$ cat src/sv/mpeg_program_stream_demux_macros.svh
// ----------------------------------------------------------------------------
// Assertion macros for the program stream demultiplexer
// Concurrent checks that drop out when NO_ASSERTIONS is defined.
// ----------------------------------------------------------------------------
`ifndef MPEG_PROGRAM_STREAM_DEMUX_MACROS_SVH
`define MPEG_PROGRAM_STREAM_DEMUX_MACROS_SVH
`ifndef NO_ASSERTIONS
`define MPSD_ASSERT(lbl, clk, rstn, prop) \
  lbl: assert property (@(posedge clk) disable iff (!rstn) prop) \
    else $error("mpsd assertion failed");
`define MPSD_ASSERT_CLK(lbl, clk, prop) \
  lbl: assert property (@(posedge clk) prop) else $error("mpsd assertion failed");
`else
`define MPSD_ASSERT(lbl, clk, rstn, prop)
`define MPSD_ASSERT_CLK(lbl, clk, prop)
`endif
`endif

$ cat src/sv/mpsd_pkg.sv
// ----------------------------------------------------------------------------
// mpsd_pkg
// Types and codes shared by the program stream demultiplexer.
// ----------------------------------------------------------------------------
package mpsd_pkg;

  typedef enum logic [4:0] {
    PH_SEARCH, PH_CODE, PH_PACK_FIRST, PH_PACK2, PH_SKIP_HI, PH_SKIP_LO,
    PH_SKIP, PH_PES_HI, PH_PES_LO, PH_PES_FIRST, PH_M2_FLAGS, PH_M2_HDL,
    PH_M1_STUFF, PH_M1_STD, PH_M1_MARK, PH_REGION, PH_PAYLOAD
  } phase_e;

  typedef enum logic [2:0] {
    KIND_VIDEO = 3'd0,
    KIND_AUDIO = 3'd1,
    KIND_PTS   = 3'd2,
    KIND_END   = 3'd3,
    KIND_ERROR = 3'd4
  } kind_e;

  typedef enum logic [2:0] {
    ERR_NONE      = 3'd0,
    ERR_PACK      = 3'd1,
    ERR_PES_LEN   = 3'd2,
    ERR_PES_HDR   = 3'd3,
    ERR_TRUNCATED = 3'd4
  } err_e;

  localparam logic [23:0] StartInit = 24'hffffff;
  localparam logic [23:0] StartCode = 24'h000001;
  localparam logic [7:0]  CodeEnd   = 8'hb9;
  localparam logic [7:0]  CodePack  = 8'hba;
  localparam logic [7:0]  M1NoPts   = 8'h0f;

  typedef struct packed {
    logic        valid;
    kind_e       kind;
    logic [7:0]  out_byte;
    logic [32:0] pts_value;
    err_e        error_code;
  } result_t;

endpackage

$ cat src/sv/mpsd_if.sv
// ----------------------------------------------------------------------------
// mpsd_in_if / mpsd_out_if
// Valid/ready channels for stream bytes and demultiplexed results.
// ----------------------------------------------------------------------------
interface mpsd_in_if;
  logic       valid;
  logic       ready;
  logic [7:0] data_byte;
  logic       is_final;
  modport source (output valid, output data_byte, output is_final, input ready);
  modport sink (input valid, input data_byte, input is_final, output ready);
endinterface

interface mpsd_out_if;
  logic        valid;
  logic        ready;
  logic [2:0]  kind;
  logic [7:0]  out_byte;
  logic [32:0] pts_value;
  logic [2:0]  error_code;
  modport source (output valid, output kind, output out_byte, output pts_value,
                  output error_code, input ready);
  modport sink (input valid, input kind, input out_byte, input pts_value,
                input error_code, output ready);
endinterface

$ cat src/sv/mpsd_parser.sv
// ----------------------------------------------------------------------------
// mpsd_parser
// Parse state machine: start code hunt, pack and PES headers, stream locks.
// ----------------------------------------------------------------------------
`include "mpeg_program_stream_demux_macros.svh"

module mpsd_parser (
  input  logic              clk_i,
  input  logic              rst_ni,
  input  logic              step_i,
  input  logic [7:0]        data_byte_i,
  input  logic              is_final_i,
  output mpsd_pkg::result_t result_o
);

  mpsd_pkg::phase_e phase_q, phase_d;
  logic [23:0] shift_q, shift_d;
  logic [7:0]  code_q, code_d;
  logic [15:0] rem_q, rem_d;
  logic [7:0]  hc_q, hc_d;
  logic [7:0]  hdl_q, hdl_d;
  logic [32:0] pts_q, pts_d;
  logic        pp_q, pp_d;
  logic [8:0]  vlock_q, vlock_d;
  logic [8:0]  alock_q, alock_d;
  logic        halt_q, halt_d;

  always_ff @(posedge clk_i or negedge rst_ni) begin
    if (!rst_ni) begin
      phase_q <= mpsd_pkg::PH_SEARCH;
      shift_q <= mpsd_pkg::StartInit;
      code_q  <= '0;
      rem_q   <= '0;
      hc_q    <= '0;
      hdl_q   <= '0;
      pts_q   <= '0;
      pp_q    <= 1'b0;
      vlock_q <= '0;
      alock_q <= '0;
      halt_q  <= 1'b0;
    end else if (step_i) begin
      phase_q <= phase_d;
      shift_q <= shift_d;
      code_q  <= code_d;
      rem_q   <= rem_d;
      hc_q    <= hc_d;
      hdl_q   <= hdl_d;
      pts_q   <= pts_d;
      pp_q    <= pp_d;
      vlock_q <= vlock_d;
      alock_q <= alock_d;
      halt_q  <= halt_d;
    end
  end

  always_comb begin
    logic [7:0]  b;
    logic [15:0] rem_m1;
    logic [7:0]  hc_p1;
    logic        video;
    logic        fail;
    logic        done;
    logic [15:0] m1_len;
    logic [8:0]  lock;
    mpsd_pkg::err_e ecode;
    b       = data_byte_i;
    rem_m1  = rem_q - 16'd1;
    hc_p1   = hc_q + 8'd1;
    video   = (code_q[7:4] == 4'he);
    fail    = 1'b0;
    done    = 1'b0;
    ecode   = mpsd_pkg::ERR_PES_HDR;
    m1_len  = (b[4]) ? 16'd10 : 16'd5;
    lock    = '0;
    phase_d = phase_q;
    shift_d = shift_q;
    code_d  = code_q;
    rem_d   = rem_q;
    hc_d    = hc_q;
    hdl_d   = hdl_q;
    pts_d   = pts_q;
    pp_d    = pp_q;
    vlock_d = vlock_q;
    alock_d = alock_q;
    halt_d  = halt_q;
    result_o = '{valid: 1'b0, kind: mpsd_pkg::KIND_VIDEO, out_byte: 8'd0,
                 pts_value: 33'd0, error_code: mpsd_pkg::ERR_NONE};

    if (!halt_q) begin
      unique case (phase_q)
        mpsd_pkg::PH_SEARCH: begin
          shift_d = {shift_q[15:0], b};
          if (shift_d == mpsd_pkg::StartCode) phase_d = mpsd_pkg::PH_CODE;
        end
        mpsd_pkg::PH_CODE: begin
          code_d = b;
          if (b == mpsd_pkg::CodeEnd) begin
            done = 1'b1;
            result_o.valid = 1'b1;
            result_o.kind  = mpsd_pkg::KIND_END;
          end else if (b == mpsd_pkg::CodePack) begin
            phase_d = mpsd_pkg::PH_PACK_FIRST;
          end else if (b[7:4] == 4'he || b[7:5] == 3'b110) begin
            phase_d = mpsd_pkg::PH_PES_HI;
          end else begin
            phase_d = mpsd_pkg::PH_SKIP_HI;
          end
        end
        mpsd_pkg::PH_PACK_FIRST: begin
          if (b[7:6] == 2'b01) begin
            rem_d = 16'd9;
            phase_d = mpsd_pkg::PH_PACK2;
          end else if (b[7:4] == 4'h2) begin
            rem_d = 16'd7;
            phase_d = mpsd_pkg::PH_SKIP;
          end else begin
            fail = 1'b1;
            ecode = mpsd_pkg::ERR_PACK;
          end
        end
        mpsd_pkg::PH_PACK2: begin
          rem_d = rem_m1;
          if (rem_m1 == 16'd0) begin
            rem_d = {13'd0, b[2:0]};
            phase_d = (b[2:0] == 3'd0) ? mpsd_pkg::PH_SEARCH : mpsd_pkg::PH_SKIP;
          end
        end
        mpsd_pkg::PH_SKIP_HI: begin
          rem_d = {b, 8'd0};
          phase_d = mpsd_pkg::PH_SKIP_LO;
        end
        mpsd_pkg::PH_PES_HI: begin
          rem_d = {b, 8'd0};
          phase_d = mpsd_pkg::PH_PES_LO;
        end
        mpsd_pkg::PH_SKIP_LO: begin
          rem_d = {rem_q[15:8], b};
          phase_d = (rem_d == 16'd0) ? mpsd_pkg::PH_SEARCH : mpsd_pkg::PH_SKIP;
        end
        mpsd_pkg::PH_SKIP: begin
          rem_d = rem_m1;
          if (rem_m1 == 16'd0) phase_d = mpsd_pkg::PH_SEARCH;
        end
        mpsd_pkg::PH_PES_LO: begin
          rem_d = {rem_q[15:8], b};
          if (rem_d == 16'd0) begin
            fail = 1'b1;
            ecode = mpsd_pkg::ERR_PES_LEN;
          end else begin
            lock = video ? vlock_q : alock_q;
            if (!lock[8]) lock = {1'b1, code_q};
            if (video) vlock_d = lock;
            else alock_d = lock;
            pts_d = '0;
            pp_d  = 1'b0;
            hc_d  = '0;
            hdl_d = '0;
            phase_d = (lock[7:0] == code_q) ? mpsd_pkg::PH_PES_FIRST
                                            : mpsd_pkg::PH_SKIP;
          end
        end
        mpsd_pkg::PH_PES_FIRST, mpsd_pkg::PH_M1_STUFF, mpsd_pkg::PH_M1_MARK: begin
          if (phase_q == mpsd_pkg::PH_PES_FIRST && b[7:6] == 2'b10) begin
            if (rem_q < 16'd3) fail = 1'b1;
            rem_d = rem_m1;
            phase_d = mpsd_pkg::PH_M2_FLAGS;
          end else if (phase_q != mpsd_pkg::PH_M1_MARK && b == 8'hff) begin
            if (rem_q <= 16'd1) fail = 1'b1;
            rem_d = rem_m1;
            phase_d = mpsd_pkg::PH_M1_STUFF;
          end else if (phase_q != mpsd_pkg::PH_M1_MARK && b[7:6] == 2'b01) begin
            if (rem_q <= 16'd2) fail = 1'b1;
            rem_d = rem_m1;
            phase_d = mpsd_pkg::PH_M1_STD;
          end else if (b[7:5] == 3'b001) begin
            if (rem_q < m1_len) fail = 1'b1;
            hdl_d = m1_len[7:0];
            hc_d  = 8'd1;
            pp_d  = 1'b1;
            pts_d = {b[3:1], 30'd0};
            rem_d = rem_m1;
            phase_d = mpsd_pkg::PH_REGION;
          end else if (b == mpsd_pkg::M1NoPts) begin
            rem_d = rem_m1;
            phase_d = (rem_m1 == 16'd0) ? mpsd_pkg::PH_SEARCH : mpsd_pkg::PH_PAYLOAD;
          end else begin
            fail = 1'b1;
          end
        end
        mpsd_pkg::PH_M2_FLAGS: begin
          pp_d = b[7];
          rem_d = rem_m1;
          phase_d = mpsd_pkg::PH_M2_HDL;
        end
        mpsd_pkg::PH_M2_HDL: begin
          if ({8'd0, b} >= rem_q || (pp_q && b < 8'd5)) fail = 1'b1;
          hdl_d = b;
          hc_d  = '0;
          rem_d = rem_m1;
          if (rem_m1 == 16'd0) phase_d = mpsd_pkg::PH_SEARCH;
          else phase_d = (b == 8'd0) ? mpsd_pkg::PH_PAYLOAD : mpsd_pkg::PH_REGION;
        end
        mpsd_pkg::PH_M1_STD: begin
          rem_d = rem_m1;
          if (rem_m1 == 16'd0) fail = 1'b1;
          phase_d = mpsd_pkg::PH_M1_MARK;
        end
        mpsd_pkg::PH_REGION: begin
          if (pp_q) begin
            unique case (hc_q)
              8'd0: pts_d = {b[3:1], 30'd0};
              8'd1: pts_d = pts_q | {3'd0, b, 22'd0};
              8'd2: pts_d = pts_q | {11'd0, b[7:1], 15'd0};
              8'd3: pts_d = pts_q | {18'd0, b, 7'd0};
              8'd4: begin
                pts_d = pts_q | {26'd0, b[7:1]};
                if (video) begin
                  result_o.valid = 1'b1;
                  result_o.kind = mpsd_pkg::KIND_PTS;
                  result_o.pts_value = pts_d;
                end
              end
              default: pts_d = pts_q;
            endcase
          end
          hc_d  = hc_p1;
          rem_d = rem_m1;
          if (rem_m1 == 16'd0) phase_d = mpsd_pkg::PH_SEARCH;
          else if (hc_p1 >= hdl_q) phase_d = mpsd_pkg::PH_PAYLOAD;
          else phase_d = mpsd_pkg::PH_REGION;
        end
        mpsd_pkg::PH_PAYLOAD: begin
          result_o.valid = 1'b1;
          result_o.kind = video ? mpsd_pkg::KIND_VIDEO : mpsd_pkg::KIND_AUDIO;
          result_o.out_byte = b;
          rem_d = rem_m1;
          if (rem_m1 == 16'd0) phase_d = mpsd_pkg::PH_SEARCH;
        end
        default: phase_d = mpsd_pkg::PH_SEARCH;
      endcase

      if (phase_d == mpsd_pkg::PH_SEARCH && phase_q != mpsd_pkg::PH_SEARCH) begin
        shift_d = mpsd_pkg::StartInit;
      end

      if (fail) begin
        halt_d = 1'b1;
        result_o = '{valid: 1'b1, kind: mpsd_pkg::KIND_ERROR, out_byte: 8'd0,
                     pts_value: 33'd0, error_code: ecode};
      end else if (done) begin
        halt_d = 1'b1;
      end else if (is_final_i) begin
        halt_d = 1'b1;
        if (phase_d != mpsd_pkg::PH_SEARCH) begin
          result_o = '{valid: 1'b1, kind: mpsd_pkg::KIND_ERROR, out_byte: 8'd0,
                       pts_value: 33'd0, error_code: mpsd_pkg::ERR_TRUNCATED};
        end else if (!result_o.valid) begin
          result_o.valid = 1'b1;
          result_o.kind = mpsd_pkg::KIND_END;
        end
      end
    end
  end

  `MPSD_ASSERT(a_halt_quiet, clk_i, rst_ni, halt_q |-> !result_o.valid)
  `MPSD_ASSERT(a_err_code, clk_i, rst_ni,
    (result_o.valid && result_o.kind == mpsd_pkg::KIND_ERROR) |->
      result_o.error_code != mpsd_pkg::ERR_NONE)
  `MPSD_ASSERT(a_payload_len, clk_i, rst_ni,
    (!halt_q && phase_q == mpsd_pkg::PH_PAYLOAD) |-> rem_q != 16'd0)
  `MPSD_ASSERT(a_halt_sticky, clk_i, rst_ni, halt_q |=> halt_q)

endmodule

$ cat src/sv/mpeg_program_stream_demux.sv
// ----------------------------------------------------------------------------
// mpeg_program_stream_demux
// Takes one program stream byte per transaction and gives at most one result
// per byte: a video or audio payload byte of the first locked streams, a video
// PTS, an end marker or a sticky error. Each byte is parsed in the cycle it is
// taken and its result lands in a single output register, so a byte is taken
// every cycle while that register is empty or being drained, and a result shows
// on the output in the cycle after its byte is taken. After an end marker or
// error the block takes bytes but gives nothing until reset.
// ----------------------------------------------------------------------------
`include "mpeg_program_stream_demux_macros.svh"

module mpeg_program_stream_demux (
  input  logic         clk_i,
  input  logic         rst_ni,
  mpsd_in_if.sink      in_i,
  mpsd_out_if.source   out_o
);

  mpsd_pkg::result_t res;
  mpsd_pkg::result_t out_q;
  logic              out_valid_q;
  logic              step;

  assign in_i.ready = !out_valid_q || out_o.ready;
  assign step = in_i.valid && in_i.ready;

  mpsd_parser u_parser (
    .clk_i       (clk_i),
    .rst_ni      (rst_ni),
    .step_i      (step),
    .data_byte_i (in_i.data_byte),
    .is_final_i  (in_i.is_final),
    .result_o    (res)
  );

  always_ff @(posedge clk_i or negedge rst_ni) begin
    if (!rst_ni) begin
      out_valid_q <= 1'b0;
    end else if (in_i.ready) begin
      out_valid_q <= step && res.valid;
    end
  end

  always_ff @(posedge clk_i) begin
    if (step && res.valid) begin
      out_q <= res;
    end
  end

  assign out_o.valid      = out_valid_q;
  assign out_o.kind       = out_q.kind;
  assign out_o.out_byte   = out_q.out_byte;
  assign out_o.pts_value  = out_q.pts_value;
  assign out_o.error_code = out_q.error_code;

  `MPSD_ASSERT(a_load, clk_i, rst_ni, (step && res.valid) |=> out_valid_q)
  `MPSD_ASSERT(a_stall_hold, clk_i, rst_ni,
    (out_valid_q && !out_o.ready) |-> !step)
  `MPSD_ASSERT(a_pts_zero, clk_i, rst_ni,
    (out_valid_q && out_o.kind != mpsd_pkg::KIND_PTS) |-> out_o.pts_value == 33'd0)

endmodule

$ cat src/flat_wrapper.sv
// flat-port wrapper written by rule: the top's interface ports become plain ports
module mpeg_program_stream_demux_flat 
  (clk_i, rst_ni, in_i_valid, in_i_data_byte, in_i_is_final, in_i_ready, out_o_valid, out_o_kind, out_o_out_byte, out_o_pts_value, out_o_error_code, out_o_ready);
  mpsd_in_if in_i_i ();
  mpsd_out_if out_o_i ();
  input  logic clk_i;
  input  logic rst_ni;
  input wire logic [$bits(in_i_i.valid)-1:0] in_i_valid;
  input wire logic [$bits(in_i_i.data_byte)-1:0] in_i_data_byte;
  input wire logic [$bits(in_i_i.is_final)-1:0] in_i_is_final;
  output wire logic [$bits(in_i_i.ready)-1:0] in_i_ready;
  output wire logic [$bits(out_o_i.valid)-1:0] out_o_valid;
  output wire logic [$bits(out_o_i.kind)-1:0] out_o_kind;
  output wire logic [$bits(out_o_i.out_byte)-1:0] out_o_out_byte;
  output wire logic [$bits(out_o_i.pts_value)-1:0] out_o_pts_value;
  output wire logic [$bits(out_o_i.error_code)-1:0] out_o_error_code;
  input wire logic [$bits(out_o_i.ready)-1:0] out_o_ready;
  assign in_i_i.valid = in_i_valid;
  assign in_i_i.data_byte = in_i_data_byte;
  assign in_i_i.is_final = in_i_is_final;
  assign in_i_ready = in_i_i.ready;
  assign out_o_valid = out_o_i.valid;
  assign out_o_kind = out_o_i.kind;
  assign out_o_out_byte = out_o_i.out_byte;
  assign out_o_pts_value = out_o_i.pts_value;
  assign out_o_error_code = out_o_i.error_code;
  assign out_o_i.ready = out_o_ready;
  mpeg_program_stream_demux u_core (.clk_i(clk_i), .rst_ni(rst_ni), .in_i(in_i_i), .out_o(out_o_i));
endmodule
$ cat config.mk
export PLATFORM = sky130hd
export DESIGN_NAME = mpeg_program_stream_demux_flat
export DESIGN_NICKNAME = d
export VERILOG_FILES = /design/src/sv/mpsd_pkg.sv /design/src/sv/mpsd_if.sv /design/src/sv/mpsd_parser.sv /design/src/sv/mpeg_program_stream_demux.sv /design/src/flat_wrapper.sv
export VERILOG_INCLUDE_DIRS = /design/src /design/src/sv
export SDC_FILE = /design/constraint.sdc
export NUM_CORES = 1
export LEC_CHECK = 0
export BUFFER_PORTS_ARGS = -buffer_cell sky130_fd_sc_hd__buf_2
export CORE_MARGIN = 2
export CORE_UTILIZATION = 61
export DETAILED_ROUTE_END_ITERATION = 8
export MAX_ROUTING_LAYER = met4
export PLACE_DENSITY = 0.81
export SLEW_MARGIN = 0
export SYNTH_ARGS = -nofsm -noshare
export SYNTH_HDL_FRONTEND = slang
export SYNTH_SLANG_ARGS = --single-unit
$ cat constraint.sdc
create_clock -name clk_i -period 7.8 [get_ports clk_i]
set_input_delay 1.17 -clock clk_i [delete_from_list [all_inputs] [get_ports clk_i]]
set_output_delay 1.17 -clock clk_i [all_outputs]
set_load 0.05 [all_outputs]
Word level (Yosys, flattened, before mapping)
Index checks and enable logic that the tools add are counted.
{"block": "op_classes", "n_addsub": 2, "order_cmp": 7, "eq_ne": 43, "muxes": 112, "bitwise": 8, "n_reduce_logical": 44}
{"cell": "$mux 33", "n": 10}
{"cell": "$mux 48", "n": 4}
{"cell": "$pmux 33 s5", "n": 1}
{"cell": "$mux 16", "n": 10}
{"cell": "$pmux 33 s3", "n": 1}
{"cell": "$pmux 16 s6", "n": 1}
{"cell": "$mux 5", "n": 19}
{"cell": "$mux 8", "n": 11}
{"cell": "$pmux 5 s14", "n": 1}
{"cell": "$mux 44", "n": 1}
{"cell": "$eq 5x4->1 const B", "n": 8}
{"cell": "$mux 9", "n": 4}
{"cell": "$or 33x15->33", "n": 1}
{"cell": "$or 33x22->33", "n": 1}
{"cell": "$or 33x30->33", "n": 1}
{"cell": "$or 33x7->33", "n": 1}
{"cell": "$logic_not 16->1", "n": 2}
{"cell": "$pmux 8 s4", "n": 1}
{"cell": "$mux 1", "n": 29}
{"cell": "$mux 4", "n": 7}
{"cell": "$eq 24x1->1 const B", "n": 1}
{"cell": "$eq 8x8->1 const B", "n": 3}
{"cell": "$pmux 8 s3", "n": 1}
{"cell": "$reduce_and 8->1", "n": 3}
{"cell": "other kinds (55)", "n": 94}
{"block": "totals", "regBits": 162, "in_bits": 13, "out_inout_bits": 49, "word_cells": 234}

Logic depth before layout (Yosys ltp)
Gate-level depths: netlist of run 1.
{"block": "logic_depth", "ltp_word": 18, "depth_mapped": 15, "depth_no_buf": 13}

By module
Synthesis of run 1 repeated with hierarchy kept, for this count alone.
{"block": "unflattened", "hier_cells": 993, "hier_area_um2": 9176.3}
{"module": "mpsd_parser", "n_inst": 1, "cells_per_inst": 940, "area_per_inst_um2": 7696.1, "seq_area_each_um2": 2872.8}
{"module": "mpeg_program_stream_demux", "n_inst": 1, "cells_per_inst": 53, "area_per_inst_um2": 1480.2, "seq_area_each_um2": 1436.4}

Worst setup path after synthesis of run 1
No wires, ideal clock.
{"block": "synth_path", "kind": "input to register", "start": "in in_i_data_byte[4]", "end": "reg u_core.out_q (netlist bit u_core.out_o.error_code[0]), enable pin", "setup_time_ns": 0.452, "t_arrival_ns": 4.946, "required_time_ns": 7.348, "setup_slack_ns": 2.402, "path_stages": 9, "n_path_buf": 1, "cell_sequence": "buf_2 -> or4_4 -> or4_4 -> nor2_1 -> nor2_1 -> nand2_1 -> nor4_2 -> nor4b_1 -> nor2_1"}
{"block": "synth_between", "elab_chain_cells": 12, "elab_cells_between_ends": 35, "cone_classes": "order compare (3); eq/ne (4); mux (23); reduce/logical (5)"}
{"item": "from (decl)", "line": "flat_wrapper.sv:9", "source": "input wire logic [$bits(in_i_i.data_byte)-1:0] in_i_data_byte;"}
{"item": "$mux 4", "line": "mpsd_parser.sv:73", "source": "m1_len = (b[4]) ? 16'd10 : 16'd5;"}
{"item": "$lt 16x4->1", "line": "mpsd_parser.sv:176", "source": "if (rem_q < m1_len) fail = 1'b1;"}
{"item": "$mux 1", "line": "mpsd_parser.sv:176"}
{"item": "$mux 1", "line": "mpsd_parser.sv:175", "source": "end else if (b[7:5] == 3'b001) begin"}
{"item": "$mux 1", "line": "mpsd_parser.sv:171", "source": "end else if (phase_q != mpsd_pkg::PH_M1_MARK && b[7:6] == 2'b01) begin"}
{"item": "$mux 1", "line": "mpsd_parser.sv:167", "source": "end else if (phase_q != mpsd_pkg::PH_M1_MARK && b == 8'hff) begin"}
{"item": "$mux 1", "line": "mpsd_parser.sv:163", "source": "if (phase_q == mpsd_pkg::PH_PES_FIRST && b[7:6] == 2'b10) begin"}
{"item": "$pmux 1 s5", "line": "mpsd_parser.sv:90", "source": "unique case (phase_q)"}
{"item": "$mux 1", "line": "mpsd_parser.sv:89", "source": "if (!halt_q) begin"}
{"item": "$mux 48 *", "line": "mpsd_parser.sv:246", "source": "if (fail) begin"}
{"item": "$mux 48 *", "line": "mpsd_parser.sv:89"}
{"item": "$logic_and 1x1->1 *", "line": "mpeg_program_stream_demux.sv:46", "source": "if (step && res.valid) begin"}
{"item": "to (signal assigned)", "line": "mpeg_program_stream_demux.sv:47", "source": "out_q <= res;"}
{"item": "to (decl)", "line": "mpeg_program_stream_demux.sv:21", "source": "mpsd_pkg::result_t out_q;"}
Every way passes the cells marked *; elsewhere a longest branch is shown, timed or not. The select of a mux whose other input is x is not followed.
A chain may end at the register's enable or synchronous reset.

Worst setup path after layout of run 1
{"block": "layout_path", "start": "reg u_core.u_parser.rem_q[1]", "end": "reg u_core.out_q (netlist bit u_core.out_o.pts_value[4]), enable pin"}
{"block": "layout_between", "elab_chain_cells": 11, "elab_cells_between_ends": 23, "cone_classes": "add/sub (1); order compare (5); mux (14); reduce/logical (3)"}
{"item": "from (decl)", "line": "mpsd_parser.sv:19", "source": "logic [15:0] rem_q, rem_d;"}
{"item": "from (signal assigned)", "line": "mpsd_parser.sv:45", "source": "rem_q <= rem_d;"}
{"item": "$lt 16x4->1", "line": "mpsd_parser.sv:176"}
{"item": "$mux 1", "line": "mpsd_parser.sv:176"}
{"item": "$mux 1", "line": "mpsd_parser.sv:175"}
{"item": "$mux 1", "line": "mpsd_parser.sv:171"}
{"item": "$mux 1", "line": "mpsd_parser.sv:167"}
{"item": "$mux 1", "line": "mpsd_parser.sv:163"}
{"item": "$pmux 1 s5 *", "line": "mpsd_parser.sv:90"}
{"item": "$mux 1 *", "line": "mpsd_parser.sv:89"}
{"item": "$mux 48 *", "line": "mpsd_parser.sv:246"}
{"item": "$mux 48 *", "line": "mpsd_parser.sv:89"}
{"item": "$logic_and 1x1->1 *", "line": "mpeg_program_stream_demux.sv:46"}
Marked as above.

==> results of run 1 <==
routing by layer:
| layer | wire, um | global-route usage | up-vias |
|---|---|---|---|
| met2 | 11000 | 0.471 | 361 |
| met4 | 620 | 0.115 | 0 |
| li1 | - | - | 3589 |
| met3 | 1730 | 0.0482 | 59 |
| met1 | 9770 | 0.407 | 3693 |
| met5 | 0 | - | - |
flip-flops by register name, indices dropped and copies added, names as in the netlist, 5 cells and up:
register	count
u_core.u_parser.shift_q	16
u_core.u_parser.hdl_q	8
u_core.out_o.pts_value	33
u_core.out_o.out_byte	8
u_core.u_parser.alock_q	9
u_core.u_parser.hc_q	8
u_core.u_parser.code_q	8
u_core.u_parser.rem_q	16
u_core.u_parser.phase_q	5
u_core.u_parser.pts_q	33
u_core.u_parser.vlock_q	9
power breakdown:
part           internal [mW]  total, mW  switching (mW)
Clock                  0.481      0.850           0.369
Sequential              1.06       1.27           0.217
Combinational          0.364       1.01           0.647
synthesized netlist by cell type (all sizes together), types with 11 or more instances:
library cell	count
nand2	139
dfrtp	99
nor2	83
a21oi	72
nor3	71
o21ai	63
edfxtp	47
clkbuf	38
inv	32
nand3	32
ha	28
buf	25
nor2b	24
dfstp	16
nand2b	15
nor4	14
or2	13
a31oi	11
mux2	11
metrics by stage:
stage | util | instance area [um2] | hold slack (ps)
CTS | 0.678 | 10200 | 461
global route | 0.678 | 10200 | 469
global placement | 0.638 | 9590 | 441
floorplan | - | 9310 | 430
finish | 0.678 | 10200 | 456
detailed placement | 0.638 | 9590 | 445
cells in the final DEF, fill, tap and decap left out, types with 9 or more instances in the layout:
cell type	count
a21oi_1	71
a31oi_1	10
buf_2	60
clkbuf_16	17
dfrtp_1	99
dfstp_2	16
edfxtp_1	47
ha_1	28
inv_1	32
mux2_2	11
nand2_1	138
nand2b_1	14
nand3_1	32
nor2_1	81
nor2b_1	23
nor3_1	29
nor3_2	40
nor4_1	12
o21ai_0	53
o21ai_1	9
or2_2	12
xor2_1	9
layout make-up:
class                   count  area, um2
fillers                  1151       4840
multi-input cells         731       4570
flip-flops and latches    162       4310
clock buffers              17        425
repair buffers             67        353
well taps                 188        235
clock inverters            15        173
inverters                  32        120
logic make-up (layout without fill, tap and decap cells):
| group | after synthesis | after routing |
|---|---|---|
| AO/OA/AOI/OAI | 224 | 224 |
| XOR/XNOR | 16 | 16 |
| AND/OR/NAND/NOR | 450 | 450 |
| multiplexers | 13 | 13 |
| adder cells (fa/ha/maj) | 28 | 28 |
| flip-flops | 162 | 162 |
| buffers and inverters | 95 | 131 |
critical path, stage by stage (launching register included):
cell     delay [ps]
dfrtp_1         490
inv_1           250
ha_1            370
nor3b_1         570
a32oi_1         190
o32a_2          260
nor3_4          400
and3_1          280
nor4_2           90
nor4b_1         210
nor2_4          940
path summary, 6_finish.rpt:
| kind | slack (ps) | from | to | cells after the start |
|---|---|---|---|---|
| worst max-delay path | 3320 | u_core.u_parser.rem_q[1] | u_core.out_o.pts_value[4] | 10 |
| worst min-delay path | 460 | u_core.u_parser.vlock_q[5] | u_core.u_parser.vlock_q[5] | 1 |
| worst max register to register | 3320 | u_core.u_parser.rem_q[1] | u_core.out_o.pts_value[4] | 10 |
| worst min register to register | 460 | u_core.u_parser.vlock_q[5] | u_core.u_parser.vlock_q[5] | 1 |
| max in group asynchronous | 5730 | rst_ni | u_core.u_parser.pts_q[22] | 2 |
| min in group asynchronous | 720 | rst_ni | u_core.u_parser.pts_q[9] | 1 |
==> metrics.md, run 1 <==
| Metric | Value |
|---|---|
| Outcome | `finished, final reports clean` |
| Synth Area in XOR/XNOR | `0.0151` |
| Synthesis-stage register bit count | `about 160` |
| Worst setup EP type | `register` |
| Async SR Flop Fraction | `0.710` |
| Max rail drop VDD | `around 0.00016 V` |
| Via/cell ratio | `between 6 and 7` |
| TritonCTS clock tree | `done` |
| Final WL | `between 20 and 25 mm` |
| N_diodes | `0` |
| Core area | `between 15,000 and 20,000 um2` |
| CTS max path bufs | `2` |
| Initial DRT Pass Iterations | `6` |
| GRT Total Usage | `0.304` |
| Post-Syn Instances | `around 990` |
| CP arrival | `4520 ps` |
| Crit Path Class | `register to register` |
| Final cell count without fillers | `about 1,200` |
| Slew @ Worst Pin | `between 1000 and 1500 ps` |
| Post-synthesis sequential area ratio | `0.463` |
| Post-CTS Setup Bufs | `0` |
| Pleak | `roughly 4.1 nW` |
| Via count | `around 7,700` |
| Max-slew headroom | `0.178` |
| Total clock buffers created by CTS | `17` |
| DRC viols | `0` |
| Die Y | `128 um` |
| CTS Hold Buffers Added | `0` |
| Max H-tree Level | `4` |
| Min-delay worst type | `register to register` |
| # IOs | `just over 60` |
| Syn_area_per_cell | `roughly 9.4 um2` |
| CTS-repair resized insts | `0` |
| Setup slack after layout | `between 3000 and 4000 ps` |
| Post-DR wirelength/cell | `~19 um` |
| RSZ-0062 raised after global routing | `false` |
| Worst Path Required | `7840 ps` |
| Final Max Slew Viols | `0` |
| Final RePlAce weighted congestion | `approximately 1.0` |
| Post-synthesis cell type count | `a little under 80` |
| Fin Setup TNS | `0 ps` |
| Synth top area share | `0.266` |
| Final Hold Viols | `0` |
| Post-DRT Antenna Nets | `0` |
| Largest net degree at the start of global routing | `between 70 and 80` |
| Initial antenna violation count | `0` |
| YS warnings | `0` |
| Area delta synth->final | `9.46%` |
| Row cnt | `45` |
| Placed Cells | `about 1,200` |
| Post-Synth Simple-Gate Area | `0.267` |
| Number of port buffers | `61` |
| Share of layout cells above drive strength 1 | `0.203` |
| Initial drt markers | `approximately 1,000` |
| CTS sink count | `roughly 160` |
| Tot Pwr | `approximately 3.1 mW` |
| Post-synth EDFFs | `47` |
| Mux cell area share after synthesis | `0.0155` |
| Clock-pin slew on the worst setup and hold paths | `~70 ps` |
| CP Max Fanout | `47` |
| Clock tree root buffer cell | `clkbuf_16` |
| Max cap viols | `0` |
| Setup WS pre-CTS | `3070 ps` |
| PD cells | `between 300 and 400 nW/um2` |
| Fmax | `roughly 220 MHz` |
| First-pass GRT wire length | `about 38 mm` |
| Synth Area in Adders | `0.0376` |
| Vias in the first global route | `approximately 7,200` |
| Starting density of the core | `0.619` |
| Largest family of logic cells by synthesized area | `simple AND/OR/NAND/NOR gates` |
| Syn nets | `between 1,000 and 1,500` |
| Worst Setup Start Kind | `register` |
| Primary FF master, synth | `dfrtp_1` |
| Die X | `roughly 130 um` |
| Setup Skew | `~10 ps` |
| Area contributors post-synth | `dfrtp_1 (27%), edfxtp_1 (15%), nand2_1 (5.6%)` |
| Final setup vio count | `0` |
| Mapped Area | `just over 9000 um2` |
| Post-synth top area cell | `dfrtp_1` |
| Worst skew pair latency | `around 430 ps` |
| Total Die Area | `16,300 um2` |
| Tcrit/Tclk final | `0.575` |
| Grt ovf | `0` |
| HPWL Detailed | `approximately 15 mm` |
| Post-route minimum period | `4480 ps` |
| Compound-gate portion of the synthesized area | `0.155` |
| Final nets | `1,052` |
No activity file was read; power rests on OpenSTA's default activity.
==> run 2, diff against run 1 <==
ABC_AREA = 1   (was default)
CORE_UTILIZATION = 55   (was 61)
PLACE_DENSITY = 0.77   (was 0.81)
clock period = 3.7 ns   (was 7.8 ns; I/O delays follow)
==> metrics.md, run 2 <==
| Metric | Value |
|---|---|
| Outcome | `finished, final reports clean (unchanged)` |
| Syn_area_per_cell | `7.60 um2 (was 9.42 um2)` |
| CP arrival | `3670 ps (was 4520 ps)` |
| Final WL | `26.4 mm (was 23.1 mm)` |
| Post-route core utilization | `0.645 (was 0.678)` |
| Tcrit/Tclk final | `0.918 (was 0.575)` |
| CTS-repair resized insts | `0 (unchanged)` |
| Post-synth top area cell | `dfrtp_1 (unchanged)` |
| Via count | `8,629 (was 7,702)` |
| Post-DR wirelength/cell | `17.0 um (was 19.0 um)` |
| Starting density of the core | `0.563 (was 0.619)` |
| CP Max Fanout | `19 (was 47)` |
| Max rail drop VDD | `0.000344 V (was 0.000156 V)` |
| Worst skew pair latency | `430 ps (about the same)` |
| Crit Path Class | `register to register (unchanged)` |
| Synthesis-stage register bit count | `162 (unchanged)` |
| DRC viols | `0 (unchanged)` |
| Die Y | `135 um (was 128 um)` |
| Clock tree root buffer cell | `clkbuf_16 (unchanged)` |
| Setup slack after layout | `303 ps (was 3320 ps)` |
| First-pass GRT wire length | `42.2 mm (was 37.7 mm)` |
| GRT Total Usage | `0.311 (was 0.304)` |
| Area contributors post-synth | `dfrtp_1 (26%), edfxtp_1 (15%), nand2_1 (13%) (was dfrtp_1 (27%), edfxtp_1 (15%), nand2_1 (5.6%))` |
| Setup WS pre-CTS | `297 ps (was 3070 ps)` |
| Setup Skew | `9.74 ps (was 9.96 ps)` |
| Final nets | `1,359 (was 1,052)` |
| Vias in the first global route | `8,239 (was 7,233)` |
| Final Hold Viols | `0 (unchanged)` |
| Layout fillers | `1,490 (was 1,151)` |
| Post-DRT Antenna Nets | `0 (unchanged)` |
| Grt ovf | `0 (unchanged)` |
| CTS Hold Buffers Added | `0 (unchanged)` |
| Core area | `16,600 um2 (was 15,000 um2)` |
| # IOs | `62 (unchanged)` |
| HPWL Detailed | `19.3 mm (was 15.3 mm)` |
| Max cap viols | `0 (unchanged)` |
| TritonCTS clock tree | `done (unchanged)` |
| YS warnings | `0 (unchanged)` |
| Post-synthesis sequential area ratio | `0.460 (was 0.463)` |
| Synth top area share | `0.264 (was 0.266)` |
| Final Instance Area | `10,700 um2 (was 10,200 um2)` |
| Share of layout cells above drive strength 1 | `0.165 (was 0.203)` |
| Number of port buffers | `61 (unchanged)` |
| Fmax | `294 MHz (was 223 MHz)` |
| Syn nets | `1,274 (was 1,029)` |
| Worst setup EP type | `register (unchanged)` |
| Initial antenna violation count | `1 (was 0)` |
| Via/cell ratio | `5.56 (was 6.35)` |
| Max H-tree Level | `4 (unchanged)` |
| Reg2Reg Depth | `19 (was 10)` |
| Clock-pin slew on the worst setup and hold paths | `70 ps (about the same)` |
| Most common cell after layout, fill and taps aside | `nand2_1 (unchanged)` |
| Initial drt markers | `917 (was 1,019)` |
| Max-slew headroom | `0.551 (was 0.178)` |
| Mapped Area | `9370 um2 (was 9310 um2)` |
| Top-count cell post-synth | `nand2_1 (unchanged)` |
| Die X | `135 um (was 128 um)` |
| PD cells | `371 nW/um2 (was 308 nW/um2)` |
| Primary FF master, synth | `dfrtp_1 (unchanged)` |
| Top cells by count, synth | `nand2_1 (334), nor2_1 (148), inv_1 (130) (was nand2_1 (138), dfrtp_1 (99), nor2_1 (83))` |
| Post-route minimum period | `3400 ps (was 4480 ps)` |
| Final Max Slew Viols | `0 (unchanged)` |
| Worst Path Required | `3980 ps (was 7840 ps)` |
| Slew @ Worst Pin | `671 ps (was 1230 ps)` |
| Min-delay worst type | `input pin to asynchronous set/reset pin (was register to register)` |
| Post-CTS Setup Bufs | `0 (unchanged)` |
| CTS max path bufs | `2 (unchanged)` |
| DP Area | `10,100 um2 (was 9590 um2)` |
| Row cnt | `47 (was 45)` |
| Final RePlAce weighted congestion | `1.03 (was 1.04)` |
| Total clock buffers created by CTS | `17 (unchanged)` |
| Initial DRT Pass Iterations | `6 (unchanged)` |
| Post-synth EDFFs | `47 (unchanged)` |
| Final setup vio count | `0 (unchanged)` |
| Post-synthesis cell type count | `41 (was 78)` |
| Pleak | `4.96 nW (was 4.15 nW)` |
| Area delta synth->final | `14.6% (was 9.46%)` |
| Fin Setup TNS | `0 ps (unchanged)` |
| Largest net degree at the start of global routing | `76 (was 75)` |
| Total Die Area | `18,100 um2 (was 16,300 um2)` |
| Most frequent cells in the layout | `nand2_1 (333), nor2_1 (148), inv_1 (129) (was nand2_1 (138), dfrtp_1 (99), nor2_1 (81))` |
| CTS sink count | `162 (unchanged)` |
| Worst Setup Start Kind | `register (unchanged)` |
| Async SR Flop Fraction | `0.710 (unchanged)` |
| Post-Syn Instances | `1,233 (was 988)` |
| RSZ-0062 raised after global routing | `false (unchanged)` |
-- run 2: changes by cell type in the layout (fill, tap and decap cells not counted), moves of 14 or more --
cell	previous run	this run
nand2_1	138	333
nor2_1	81	148
o21ai_0	53	105
buf_4	7	39
inv_1	32	129
a21oi_1	71	38
inv_2	0	14
nor2_2	1	31
nor2b_1	23	0
nand3_1	32	87
nor3_2	40	2
nand2b_1	14	0
-- run 2: metrics by stage --
step	instances	hold WS [ps]	total power [mW]
2_1_floorplan	1233	259	2.07
3_3_place_gp	1519	453	2.19
3_5_place_dp	1519	463	2.19
4_1_cts	1551	129	3.98
5_1_grt	1552	141	4.11
6_report	1552	109	3.98
-- run 2: critical path: stages, from the launching register on --
cell	delay, ps
dfrtp_1	460
inv_1	210
ha_1	310
nand3_2	190
nor2_2	140
nor2_1	60
nor2_2	140
nand2_1	80
nor2_2	170
nand3_4	170
inv_1	110
nor2_1	80
nor2_1	110
nand2_1	80
nor2_2	220
nand2_1	130
nand2_2	190
nand2_4	80
buf_12	160
nor2_1	130
-- run 2: path summary, 6_finish.rpt --
path / from / endpoint / slack [ps]
setup reg to reg: u_core.u_parser.rem_q[1] / u_core.out_o.pts_value[10] / 300
hold reg to reg: u_core.u_parser.alock_q[8] / u_core.u_parser.alock_q[8] / 470
max in group asynchronous: rst_ni / u_core.u_parser.shift_q[11] / 2750
hold / removal: rst_ni / u_core.u_parser.hc_q[5] / 110
min in group clk_i: in_i_valid / u_core.u_parser.halt_q / 450
setup / recovery: u_core.u_parser.rem_q[1] / u_core.out_o.pts_value[10] / 300
-- run 2: final cells by class --
type	count	area (um2)	share of cell area
antenna	1	2.50	0.000233
clock buffer	17	425	0.0396
clock inverter	15	183	0.0170
inverter	145	544	0.0507
multi-input combinational	890	4340	0.405
sequential	162	4310	0.401
tap	220	275	0.0256
timing repair buffer	102	653	0.0608
-- run 2: cells by family after synthesis --
family                     after synthesis  synth area share
DFF                                    162             0.460
and+or+nand+nor                        663             0.305
buffers and inverters                  181            0.0779
AOI/OAI and AO/OA                      192             0.113
adders and majority gates               28            0.0374
xor gates and xnor gates                 7           0.00654
-- run 2: report_power, final --
part / total (mW) / internal, mW / leakage (nW) / switching (mW)
clock: 1.81 / 0.975 / 0.293 / 0.839
combinational: 0.301 / 0.0836 / 2.89 / 0.217
sequential: 1.86 / 1.85 / 1.78 / 0.0162
-- run 2: per-layer routing --
| layer | vias to the layer above | track usage | wire length, um |
|---|---|---|---|
| met5 | - | - | 0 |
| met3 | 49 | 0.0668 | 1940 |
| met1 | 4045 | 0.406 | 11300 |
| li1 | 4184 | - | - |
| met2 | 351 | 0.492 | 12400 |
| met4 | 0 | 0.0912 | 711 |
